$ cat config.mk
export PLATFORM = sky130hd
export DESIGN_NAME = fegu_front
export DESIGN_NICKNAME = d
export VERILOG_FILES = /design/src/rtl/fegu_pkg.sv /design/src/rtl/fegu_front.sv
export SDC_FILE = /design/constraint.sdc
export NUM_CORES = 1
export LEC_CHECK = 0
export ABC_AREA = 1
export BUFFER_PORTS_ARGS = -buffer_cell sky130_fd_sc_hd__buf_2
export CAP_MARGIN = 20
export CORE_MARGIN = 3
export CORE_UTILIZATION = 35
export CTS_CLUSTER_DIAMETER = 150
export DETAILED_ROUTE_END_ITERATION = 16
export GPL_ROUTABILITY_DRIVEN = 0
export HOLD_SLACK_MARGIN = 0.08
export PLACE_DENSITY_LB_ADDON = 0.1
export SYNTH_ARGS = -nofsm -noshare
export SYNTH_HDL_FRONTEND = slang
export SYNTH_SLANG_ARGS = --single-unit
$ cat constraint.sdc
create_clock -name clk_i -period 6.6 [get_ports clk_i]
set_clock_uncertainty 0.2 [all_clocks]
set_input_delay 1.32 -clock clk_i [delete_from_list [all_inputs] [get_ports clk_i]]
set_output_delay 1.32 -clock clk_i [all_outputs]
set_load 0.005 [all_outputs]
$ cat src/rtl/fegu_pkg.sv
`timescale 1ns / 1ps
package fegu_pkg;

  localparam int GRID_ROWS   = 40;
  localparam int GRID_COLS   = 40;
  localparam int CELL_COUNT  = GRID_ROWS * GRID_COLS;
  localparam int CIDX_W      = $clog2(CELL_COUNT);
  localparam int ROW_W       = $clog2(GRID_ROWS);
  localparam int COL_W       = $clog2(GRID_COLS);
  localparam int BOTTOM_BASE = CELL_COUNT - GRID_COLS;
  localparam int LAST_CELL   = CELL_COUNT - 1;

  localparam int HEAT_W     = 6;
  localparam int RAND_W     = 32;
  localparam int COLOR_W    = 32;
  localparam int OUT_IDX_W  = 11;
  localparam int WIND_W     = 5;
  localparam int CFG_IDX_W  = 2;
  localparam int CFG_DATA_W = 6;
  localparam int QUEUE_DEPTH = 2;

  localparam logic [HEAT_W-1:0] HEAT_MAX = 6'd36;

  localparam logic [CFG_IDX_W-1:0] CFG_SOURCE_HEAT = 2'd0;
  localparam logic [CFG_IDX_W-1:0] CFG_DECAY_SPAN  = 2'd1;
  localparam logic [CFG_IDX_W-1:0] CFG_WIND_SHIFT  = 2'd2;

  localparam logic [HEAT_W-1:0] SOURCE_HEAT_RST = 6'd36;
  localparam logic [HEAT_W-1:0] DECAY_SPAN_RST  = 6'd3;
  localparam logic [WIND_W-1:0] WIND_SHIFT_RST  = 5'h1D;

  localparam logic [1:0] CMD_IGNITE    = 2'd0;
  localparam logic [1:0] CMD_PROPAGATE = 2'd1;
  localparam logic [1:0] CMD_READ      = 2'd2;

  typedef enum logic [1:0] {
    OP_IGNITE,
    OP_PROPAGATE,
    OP_READ
  } op_e;

  typedef struct packed {
    op_e                op;
    logic [RAND_W-1:0]  rand_val;
    logic [CIDX_W-1:0]  rd_idx;
  } q_entry_t;

  typedef enum logic [2:0] {
    ST_CLEAR,
    ST_IDLE,
    ST_PROP,
    ST_READ,
    ST_IGN_OUT
  } back_state_e;

  function automatic logic [COLOR_W-1:0] heat_color(input logic [HEAT_W-1:0] h);
    logic [COLOR_W-1:0] c;
    case (h)
      6'd0:  c = 32'hFF070707;
      6'd1:  c = 32'hFF1F0707;
      6'd2:  c = 32'hFF2F0F07;
      6'd3:  c = 32'hFF470F07;
      6'd4:  c = 32'hFF571707;
      6'd5:  c = 32'hFF671F07;
      6'd6:  c = 32'hFF771F07;
      6'd7:  c = 32'hFF8F2707;
      6'd8:  c = 32'hFF9F2F07;
      6'd9:  c = 32'hFFAF3F07;
      6'd10: c = 32'hFFBF4707;
      6'd11: c = 32'hFFC74707;
      6'd12: c = 32'hFFDF4707;
      6'd13: c = 32'hFFDF5707;
      6'd14: c = 32'hFFDF5707;
      6'd15: c = 32'hFFD75F07;
      6'd16: c = 32'hFFD75F07;
      6'd17: c = 32'hFFD7670F;
      6'd18: c = 32'hFFCF6F0F;
      6'd19: c = 32'hFFCF770F;
      6'd20: c = 32'hFFCF7F0F;
      6'd21: c = 32'hFFCF8717;
      6'd22: c = 32'hFFC78717;
      6'd23: c = 32'hFFC78F17;
      6'd24: c = 32'hFFC7971F;
      6'd25: c = 32'hFFBF9F1F;
      6'd26: c = 32'hFFBF9F1F;
      6'd27: c = 32'hFFBFA727;
      6'd28: c = 32'hFFBFA727;
      6'd29: c = 32'hFFBFAF2F;
      6'd30: c = 32'hFFB7AF2F;
      6'd31: c = 32'hFFB7B72F;
      6'd32: c = 32'hFFB7B737;
      6'd33: c = 32'hFFCFCF6F;
      6'd34: c = 32'hFFDFDF9F;
      6'd35: c = 32'hFFEFEFC7;
      default: c = 32'hFFFFFFFF;
    endcase
    return c;
  endfunction

endpackage

$ cat src/rtl/fegu_front.sv
`timescale 1ns / 1ps
module fegu_front
  import fegu_pkg::*;
(
  input  logic              clk_i,
  input  logic              rst_ni,
  input  logic              in_valid_i,
  output logic              in_stall_o,
  input  logic [1:0]        command_i,
  input  logic [RAND_W-1:0] random_value_i,
  input  logic [5:0]        read_row_i,
  input  logic [5:0]        read_col_i,
  input  logic              hold_i,
  output logic              q_valid_o,
  output q_entry_t          q_entry_o,
  input  logic              q_pop_i
);

  q_entry_t   entry_q [QUEUE_DEPTH];
  logic       wr_ptr_q, wr_ptr_d;
  logic       rd_ptr_q, rd_ptr_d;
  logic [1:0] count_q, count_d;

  logic       full;
  logic       accept;
  logic       push;
  q_entry_t   new_entry;
  logic [ROW_W-1:0] row_sat;
  logic [COL_W-1:0] col_sat;

  assign full       = (count_q == 2'(QUEUE_DEPTH));
  assign in_stall_o = full || hold_i;
  assign accept     = in_valid_i && !in_stall_o;

  // saturate the read coordinates and form the linear address up front
  always_comb begin
    row_sat = (int'(read_row_i) > GRID_ROWS - 1) ? ROW_W'(GRID_ROWS - 1) : ROW_W'(read_row_i);
    col_sat = (int'(read_col_i) > GRID_COLS - 1) ? COL_W'(GRID_COLS - 1) : COL_W'(read_col_i);
    new_entry.rand_val = random_value_i;
    new_entry.rd_idx   = CIDX_W'(int'(row_sat) * GRID_COLS + int'(col_sat));
    new_entry.op       = OP_READ;
    push               = 1'b0;
    unique case (command_i)
      CMD_IGNITE: begin
        new_entry.op = OP_IGNITE;
        push         = accept;
      end
      CMD_PROPAGATE: begin
        new_entry.op = OP_PROPAGATE;
        push         = accept;
      end
      CMD_READ: begin
        new_entry.op = OP_READ;
        push         = accept;
      end
      default: push = 1'b0;
    endcase
  end

  always_comb begin
    wr_ptr_d = push ? ~wr_ptr_q : wr_ptr_q;
    rd_ptr_d = q_pop_i ? ~rd_ptr_q : rd_ptr_q;
    count_d  = count_q + 2'(push) - 2'(q_pop_i);
  end

  always_ff @(posedge clk_i or negedge rst_ni) begin
    if (!rst_ni) begin
      wr_ptr_q <= 1'b0;
      rd_ptr_q <= 1'b0;
      count_q  <= 2'd0;
    end else begin
      wr_ptr_q <= wr_ptr_d;
      rd_ptr_q <= rd_ptr_d;
      count_q  <= count_d;
    end
  end

  always_ff @(posedge clk_i) begin
    if (push) begin
      entry_q[wr_ptr_q] <= new_entry;
    end
  end

  assign q_valid_o = (count_q != 2'd0);
  assign q_entry_o = entry_q[rd_ptr_q];

endmodule

==> insert_results.sql, run 1 <==
INSERT INTO impl_metrics (metric_group, metric, value, unit) VALUES
('critical_path', 'cp_cell_sequence', 'buf_2 -> o21ai_0 -> inv_1 -> or2_2 -> ha_1 -> ha_1 -> fa_1 -> nand2_1 -> nor2_1 -> nand2_1 -> nand2_1 -> nand3_1 -> nand2_1 -> nand2_1', ''),
('yosys', 'synthCells', '247', ''),
('clock_tree', 'cts_tree', 'yes', ''),
('critical_path', 'worstReg2RegEnd', 'entry_q[1][22]', ''),
('sta', 'timing.final.hold_violations', '0', ''),
('critical_path', 'timing.critical_path.from_type', 'primary input', ''),
('min_path', 'min_delay_worst_endpoint', 'rd_ptr_q', ''),
('floorplan', 'die_x', '112', 'um'),
('floorplan', 'placeableCoreArea', '0.0109', 'sq mm'),
('yosys', 'ys_async_sr_fraction', '4.26', '%'),
('pwr', 'power.total', '1.67', 'mW'),
('sta', 'post-route-period-util', '57.1', '%'),
('sta', 'timing.max_slew.rel_slack', '58.5', '%'),
('route', 'detail_route.vias_per_cell', '4.53', ''),
('yosys', 'post_synth_edffs', '90', ''),
('layout', 'layout.area.seq', '0.00280', 'sq mm'),
('critical_path', 'crit_family', 'adder cells', ''),
('placement', 'place_worst_setup_slack', '2.48', 'ns'),
('sta', 'setup_viol', '0', ''),
('route', 'route.antenna.remaining_nets', '0', ''),
('sta', 'timing.final.max_slew_violations', '0', ''),
('critical_path', 'critPathMaxFanout', '4', ''),
('floorplan', 'pin_count', '98', ''),
('clock_tree', 'max-clock-path-buffers', '2', ''),
('layout', 'flow.area_growth_from_synthesis', '23.3', '%'),
('yosys', 'yosys_warnings', '0', ''),
('yosys', 'post_synth.cell_area_avg', '16.0', 'sq um'),
('global_route', 'grt_antenna_before_repair', '0', ''),
('critical_path', 'crit_slowest_cell', 'sky130_fd_sc_hd__fa_1', ''),
('critical_path', 'timing.critical_path.arrival', '3.65', 'ns'),
('critical_path', 'timing.critical_path.to_type', 'register', ''),
('yosys', 'synth_top_cells_by_area', 'sky130_fd_sc_hd__edfxtp_1 68%, sky130_fd_sc_hd__mux2_2 13%, sky130_fd_sc_hd__ha_1 3.5%, sky130_fd_sc_hd__dfrtp_1 2.5%, sky130_fd_sc_hd__nand2_1 2.4%', ''),
('floorplan', 'floorplan.rows', '38', ''),
('pwr', 'netSwitchingFraction', '26.9', '%'),
('global_route', 'total_routing_resource_utilization_after_global_routing', '11.6', '%'),
('yosys', 'netlist.top_cell.by_area', 'sky130_fd_sc_hd__edfxtp_1', ''),
('clock_tree', 'clock_h_tree_levels', '3', ''),
('critical_path', 'worst_path_largest_cell_delay', '0.58', 'ns'),
('clock_tree', 'root_buffer', 'sky130_fd_sc_hd__clkbuf_16', ''),
('clock_tree', 'clkSinkCount', '94', ''),
('floorplan', 'die_area', '0.0126', 'sq mm'),
('yosys', 'cell_with_the_most_instances_after_synthesis', 'sky130_fd_sc_hd__edfxtp_1', ''),
('yosys', 'number_of_nets_in_the_synthesized_netlist', '311', ''),
('route', 'wirelength', '7080', 'um'),
('layout', 'multiInputGateArea', '0.00104', 'sq mm'),
('layout', 'layout-drive-gt1-share', '47.2', '%'),
('route', 'remaining_drc_errors', '0', ''),
('sta', 'worstMarginPinSlew', '0.623', 'ns'),
('critical_path', 'critPathKind', 'primary input to register', ''),
('yosys', 'sequential_share_of_the_synthesized_area', '70.8', '%'),
('run_status', 'result_of_the_run', 'finished, final reports clean', ''),
('critical_path', 'crit_required', '6.48', 'ns'),
('clock_tree', 'holdBufCountCts', '0', ''),
('route', 'post_drt_wl_per_cell', '14.3', 'um'),
('critical_path', 'critical_path.most_common_cell', 'sky130_fd_sc_hd__nand2_1', ''),
('placement', 'dpl.hpwl', '4870', 'um'),
('layout', 'utilization', '44.7', '%'),
('route', 'drt_iter0_drc', '67', ''),
('clock_tree', 'cts.repair.resized', '0', ''),
('clock_tree', 'worst_setup_hold_path_clk_slew', '0.06', 'ns'),
('global_route', 'gr-total-overflow', '0', ''),
('pwr', 'power.share.sequential', '45.3', '%'),
('global_route', 'first_pass_grt_wire_length', '11100', 'um'),
('yosys', 'netlist_area', '0.00396', 'sq mm'),
('placement', 'numPortBuffers', '97', ''),
('min_path', 'min_path_cells', '1', ''),
('sta', 'post_layout_min_period', '3.77', 'ns'),
('layout', 'count_of_filler_cells_inserted_in_the_layout', '1045', ''),
('pwr', 'power.switching', '449', 'uW'),
('layout', 'final_net_count', '415', ''),
('yosys', 'post_synth_most_frequent_cells', '90 x sky130_fd_sc_hd__edfxtp_1, 45 x sky130_fd_sc_hd__mux2_2, 25 x sky130_fd_sc_hd__nand2_1, 23 x sky130_fd_sc_hd__inv_1, 11 x sky130_fd_sc_hd__ha_1', '');
## logic make-up (layout without fill, tap and decap cells)
logic type / after synthesis / in the layout / synth area share [%]
muxes: 45 / 45 / 12.8
and+or+nand+nor: 46 / 46 / 5.06
DFF: 94 / 94 / 70.8
buffers and inverters: 30 / 139 / 3.25
xor gates and xnor gates: 10 / 10 / 2.40
adders and majority gates: 13 / 13 / 4.49
other: 1 / 1 / 0.0947
AOI/OAI and AO/OA: 8 / 8 / 1.14
## cell type report
cell class / instances / share of cell area (%)
clock inverters: 6 / 0.769
well taps: 140 / 3.59
clock buffers: 10 / 4.69
flip-flops and latches: 94 / 57.4
inverters: 23 / 1.77
repair buffers: 100 / 10.4
multi-input cells: 123 / 21.4
## how the worst max path moves through the flow
stage | slack (ns) | end | start | depth (start not counted)
finish | 2.83 | entry_q[0][10] | read_row_i[3] | 14
global route | 2.64 | entry_q[1][10] | read_row_i[3] | 14
CTS | 2.84 | entry_q[0][10] | read_row_i[3] | 14
detailed placement | 2.48 | entry_q[0][10] | read_row_i[3] | 14
global placement | 2.56 | entry_q[0][10] | read_row_i[3] | 14
floorplan | 2.41 | entry_q[0][0] | hold_i | 3
## stage by stage
stage               instance area, sq um  std cells  hold WS (ns)
floorplan                           3960        247         0.292
global placement                    4620        480         0.261
detailed placement                  4620        480         0.260
CTS                                 4880        496         0.272
global route                        4880        496         0.290
finish                              4880        496         0.269
## routing by layer
layer  part of all wire, %  track usage (%)  wire length [um]
met3                   5.1             2.64               362
met1                    43             13.7              3040
met2                    50             19.9              3520
met5                     0                0                 0
met4                   2.2             5.77               153
## power groups by stage
stage / registers [mW] / logic (mW) / clock network (mW)
finish: 0.755 / 0.448 / 0.462
global route: 0.762 / 0.500 / 0.505
CTS: 0.757 / 0.466 / 0.478
detailed placement: 0.769 / 0.463 / 0
global placement: 0.767 / 0.462 / 0
floorplan: 0.764 / 0.300 / 0
## registers in the layout (all words and copies together) (netlist names)
signal and cells:
rd_ptr_q 1, entry_q 90, wr_ptr_q 1, count_q 2
## cell usage in the layout, fill, tap and decap left out, types with 2 or more instances in the layout
cell type	count
sky130_fd_sc_hd__nor2_4	2
sky130_fd_sc_hd__clkinv_2	2
sky130_fd_sc_hd__buf_2	97
sky130_fd_sc_hd__fa_1	2
sky130_fd_sc_hd__ha_1	11
sky130_fd_sc_hd__clkbuf_16	9
sky130_fd_sc_hd__edfxtp_1	90
sky130_fd_sc_hd__nor2_1	5
sky130_fd_sc_hd__xnor2_1	5
sky130_fd_sc_hd__mux2_2	45
sky130_fd_sc_hd__dfrtp_1	3
sky130_fd_sc_hd__or2_2	3
sky130_fd_sc_hd__inv_1	23
sky130_fd_sc_hd__nand2_1	25
sky130_fd_sc_hd__o21ai_0	2
sky130_fd_sc_hd__buf_4	3
sky130_fd_sc_hd__nand3_1	8
sky130_fd_sc_hd__a21oi_1	4
sky130_fd_sc_hd__xor2_1	4
sky130_fd_sc_hd__clkinvlp_4	2
(Power assumes the default switching activity.)
==> run 2: changes to the inputs <==
Settings changed: ABC_AREA 1 to 0.
Clock period 6.6 ns to 3.1 ns, I/O delays scaled along.
==> run 2 against run 1 <==
Against the previous run:
- core utilization increased by 0.91 points
- global-route usage increased by 0.066 points
- first-iteration DRC count decreased by 13%
- total power increased by 100%
- sequential share of layout area increased by 0.88 points
- routed wire length decreased by 2.4%
- non-clock buffer count increased by 6
- combinational power increased by 110%
- via count decreased by 4.8%
- register-to-register slack got worse by 3.2 ns
- sequential cell count unchanged
- final cell count decreased by 5.2%
- largest cell class unchanged
==> insert_results.sql, run 2 <==
INSERT INTO impl_metrics (metric_group, metric, value, unit) VALUES
('yosys', 'number_of_distinct_library_cell_variants_in_the_gate_level_netlist_after_synthesis', '25', ''),
('yosys', 'number_of_nets_in_the_synthesized_netlist', '284', ''),
('layout', 'layout_top_registers', 'entry_q x90, count_q x2', ''),
('yosys', 'ys_async_sr_fraction', '4.26', '%'),
('floorplan', 'pin_count', '98', ''),
('critical_path', 'crit_required', '2.99', 'ns'),
('yosys', 'netlist.top_cell.by_area', 'sky130_fd_sc_hd__edfxtp_1', ''),
('placement', 'numPortBuffers', '97', ''),
('clock_tree', 'max-clock-path-buffers', '2', ''),
('sta', 'smallest_setup_slack_after_layout', '0.355', 'ns'),
('pwr', 'cellInternalPower', '2.51', 'mW'),
('yosys', 'postSynthRegisterBits', '94', ''),
('sta', 'post_layout_min_period', '2.74', 'ns'),
('layout', 'flow.area_growth_from_synthesis', '23.7', '%'),
('pwr', 'power.switching', '898', 'uW'),
('critical_path', 'timing.critical_path.to_type', 'register', ''),
('layout', 'layoutNonFillerInstCount', '470', ''),
('layout', 'largest_register_ffs', '90', ''),
('pwr', 'netSwitchingFraction', '26.3', '%'),
('clock_tree', 'root_buffer', 'sky130_fd_sc_hd__clkbuf_8', ''),
('critical_path', 'worstPathBufferInverterCount', '1', ''),
('clock_tree', 'worst_setup_hold_path_clk_slew', '0.09', 'ns'),
('yosys', 'netlist_area', '0.00389', 'sq mm'),
('layout', 'layout_commonest_cell', 'sky130_fd_sc_hd__buf_2', ''),
('sta', 'timing.final.max_slew_violations', '0', ''),
('sta', 'totalNegativeSetupSlack', '0', 'ns'),
('route', 'drt_iter0_drc', '58', ''),
('yosys', 'sequential_share_of_the_synthesized_area', '72.1', '%'),
('sta', 'worstMarginPinSlew', '0.650', 'ns'),
('min_path', 'holdCritPathClass', 'primary input to register', ''),
('pwr', 'power.density', '709', 'mW/mm^2'),
('clock_tree', 'clkSinkCount', '94', ''),
('route', 'route.antenna.remaining_nets', '0', ''),
('yosys', 'post_synth_most_frequent_cells', '90 x sky130_fd_sc_hd__edfxtp_1, 45 x sky130_fd_sc_hd__mux2_2, 11 x sky130_fd_sc_hd__ha_1, 9 x sky130_fd_sc_hd__inv_1, 8 x sky130_fd_sc_hd__xnor2_1', ''),
('route', 'remaining_drc_errors', '0', ''),
('yosys', 'yosys_warnings', '0', ''),
('pwr', 'power.share.sequential', '47.1', '%'),
('pwr', 'leakage', '1.83', 'nW'),
('critical_path', 'timing.critical_path.from_type', 'primary input', ''),
('yosys', 'synthCells', '220', ''),
('flow_run', 'maxCapViolCount', '0', ''),
('placement', 'place_worst_setup_slack', '-0.0377', 'ns'),
('route', 'detail_route.vias_per_cell', '4.55', ''),
('route', 'wirelength', '6910', 'um'),
('placement', 'place_area', '0.00459', 'sq mm'),
('pwr', 'combinationalPowerShare', '27.9', '%'),
('run_status', 'result_of_the_run', 'finished, final reports clean', ''),
('floorplan', 'die_x', '111', 'um'),
('critical_path', 'crit_family', 'adder cells', ''),
('placement', 'dpl.hpwl', '4850', 'um'),
('placement', 'post-place-cells', '454', ''),
('global_route', 'grt_start_max_net_pins', '30', ''),
('floorplan', 'floorplan.rows', '37', ''),
('critical_path', 'critPathMaxFanout', '3', ''),
('global_route', 'first_pass_grt_wire_length', '11200', 'um'),
('yosys', 'post_synth.cell_area_avg', '17.7', 'sq um'),
('pwr', 'peakVddDrop', '0.000327', 'V'),
('yosys', 'synth_flop_cell', 'sky130_fd_sc_hd__edfxtp_1', ''),
('sta', 'grt_setup_unrepaired', 'false', ''),
('critical_path', 'timing.critical_path.arrival', '2.64', 'ns'),
('layout', 'top_register', 'entry_q', ''),
('layout', 'final_net_count', '394', ''),
('global_route', 'gr-total-overflow', '0', ''),
('global_route', 'total_routing_resource_utilization_after_global_routing', '11.7', '%'),
('yosys', 'yosysTopAreaCellShare', '69.5', '%'),
('yosys', 'cell_with_the_most_instances_after_synthesis', 'sky130_fd_sc_hd__edfxtp_1', ''),
('critical_path', 'critical_path.most_common_cell', 'sky130_fd_sc_hd__ha_1', ''),
('critical_path', 'worst_path_largest_cell_delay', '0.40', 'ns'),
('clock_tree', 'insertion_delay', '0.34', 'ns'),
('yosys', 'synth_top_cells_by_area', 'sky130_fd_sc_hd__edfxtp_1 69%, sky130_fd_sc_hd__mux2_2 13%, sky130_fd_sc_hd__ha_1 3.5%, sky130_fd_sc_hd__dfrtp_1 2.6%, sky130_fd_sc_hd__xnor2_1 1.8%', ''),
('critical_path', 'cp_cell_sequence', 'buf_2 -> o21ai_0 -> nand2b_1 -> ha_1 -> ha_1 -> fa_1 -> xor2_1 -> nand3_1 -> nor4_2 -> xnor2_1', ''),
('floorplan', 'die_area', '0.0124', 'sq mm'),
('sta', 'timing.max_slew.rel_slack', '56.2', '%'),
('critical_path', 'critPathKind', 'primary input to register', ''),
('sta', 'whs', '0.255', 'ns'),
('sta', 'timing.final.hold_violations', '0', ''),
('route', 'vias', '2139', ''),
('floorplan', 'floorplan.initialDensity', '36.8', '%'),
('pwr', 'power_frac_clock', '25.0', '%'),
('floorplan', 'die_h', '111', 'um'),
('clock_tree', 'cts.repair.resized', '0', ''),
('clock_tree', 'cts_inserted_buffers', '9', ''),
('clock_tree', 'cts_tree', 'yes', ''),
('sta', 'post-route-period-util', '88.5', '%'),
('global_route', 'via_count_of_the_first_global_routing_pass', '2242', ''),
('layout', 'mostFrequentLayoutCells', '97 x sky130_fd_sc_hd__buf_2, 90 x sky130_fd_sc_hd__edfxtp_1, 45 x sky130_fd_sc_hd__mux2_2', ''),
('sta', 'achievable-frequency', '0.364', 'GHz'),
('layout', 'antenna-diode-count', '0', ''),
('clock_tree', 'clock_h_tree_levels', '3', ''),
('sta', 'setup_viol', '0', ''),
('floorplan', 'placeableCoreArea', '0.0106', 'sq mm'),
('critical_path', 'crit_slowest_cell', 'sky130_fd_sc_hd__fa_1', ''),
('layout', 'postLayoutCellArea', '0.00481', 'sq mm'),
('yosys', 'post_synth_edffs', '90', ''),
('route', 'drt-pass1-iter-count', '3', ''),
('global_route', 'grt_antenna_before_repair', '0', ''),
('route', 'post_drt_wl_per_cell', '14.7', 'um'),
('layout', 'layout-drive-gt1-share', '51.5', '%');
run 2: cell count changes in the layout (fill, tap and decap cells not counted), moves of 4 or more:
cell                        change
sky130_fd_sc_hd__nand3_1        -5
sky130_fd_sc_hd__clkbuf_8       +9
sky130_fd_sc_hd__buf_4          +5
sky130_fd_sc_hd__nand2b_1       +7
sky130_fd_sc_hd__clkbuf_16      -9
sky130_fd_sc_hd__nand2_1       -22
sky130_fd_sc_hd__nor2b_1        +4
sky130_fd_sc_hd__inv_1         -14
run 2: routing by layer:
layer	part of all wire [%]	global-route usage, %
met1	45	15.0
met2	49	18.9
met4	2.0	4.62
met5	0	0
met3	4.9	3.15
run 2: what timing repair did:
item                                   in CTS  in global routing
endpoints found under the hold margin       4                  0
hold buffers                                1                  0
setup buffers                               0                  0
run 2: through the flow:
| stage | util (%) | power, mW |
|---|---|---|
| 6_report | 45.6 | 3.41 |
| 5_1_grt | 45.6 | 3.62 |
| 4_1_cts | 45.6 | 3.49 |
| 3_5_place_dp | 43.5 | 2.62 |
| 3_3_place_gp | 43.5 | 2.61 |
| 2_1_floorplan | - | 2.23 |
run 2: path summary, 6_finish.rpt:
check,slack (ns),end,cells after the start,startpoint
max,0.36,entry_q[0][10],10,read_row_i[3]
max reg2reg,1.05,count_q[1],8,count_q[0]
min reg2reg,0.31,count_q[1],1,count_q[1]
max in group asynchronous,2.16,rd_ptr_q,2,rst_ni
min,0.26,entry_q[1][36],1,random_value_i[25]
min in group asynchronous,0.41,count_q[0],2,rst_ni
run 2: logic make-up after synthesis:
kind of cell	share of synthesized area (%)
mux	13.0
simple gates	3.96
other cells	0.0964
xor+xnor	2.70
compound gates	1.87
flops	72.1
fa+ha+maj	4.57
buf+inv	1.71
run 2: final cells by class:
cell class / instances / area (sq um)
Clock buffer: 10 / 128
Clock inverter: 5 / 83.8
Fill cell: 1006 / 5750
Inverter: 9 / 33.8
Multi-Input combinational cell: 110 / 1030
Sequential cell: 94 / 2800
Tap cell: 136 / 170
Timing Repair Buffer: 106 / 556
run 2: worst reg2reg max path, delay by kind of cell (launching register included):
family                     cells  cell delay (ns)
and+or+nand+nor                1             0.29
adders and majority gates      2             0.57
xor gates and xnor gates       2             0.29
AOI/OAI and AO/OA              1             0.17
buffers and inverters          2             0.09
DFF                            1             0.37
run 2: power groups by stage:
stage	Sequential, mW	Combinational, mW	Clock [mW]
2_1_floorplan	1.63	0.600	0
3_3_place_gp	1.63	0.980	0
3_5_place_dp	1.64	0.982	0
4_1_cts	1.61	0.988	0.892
5_1_grt	1.62	1.06	0.937
6_report	1.61	0.952	0.853
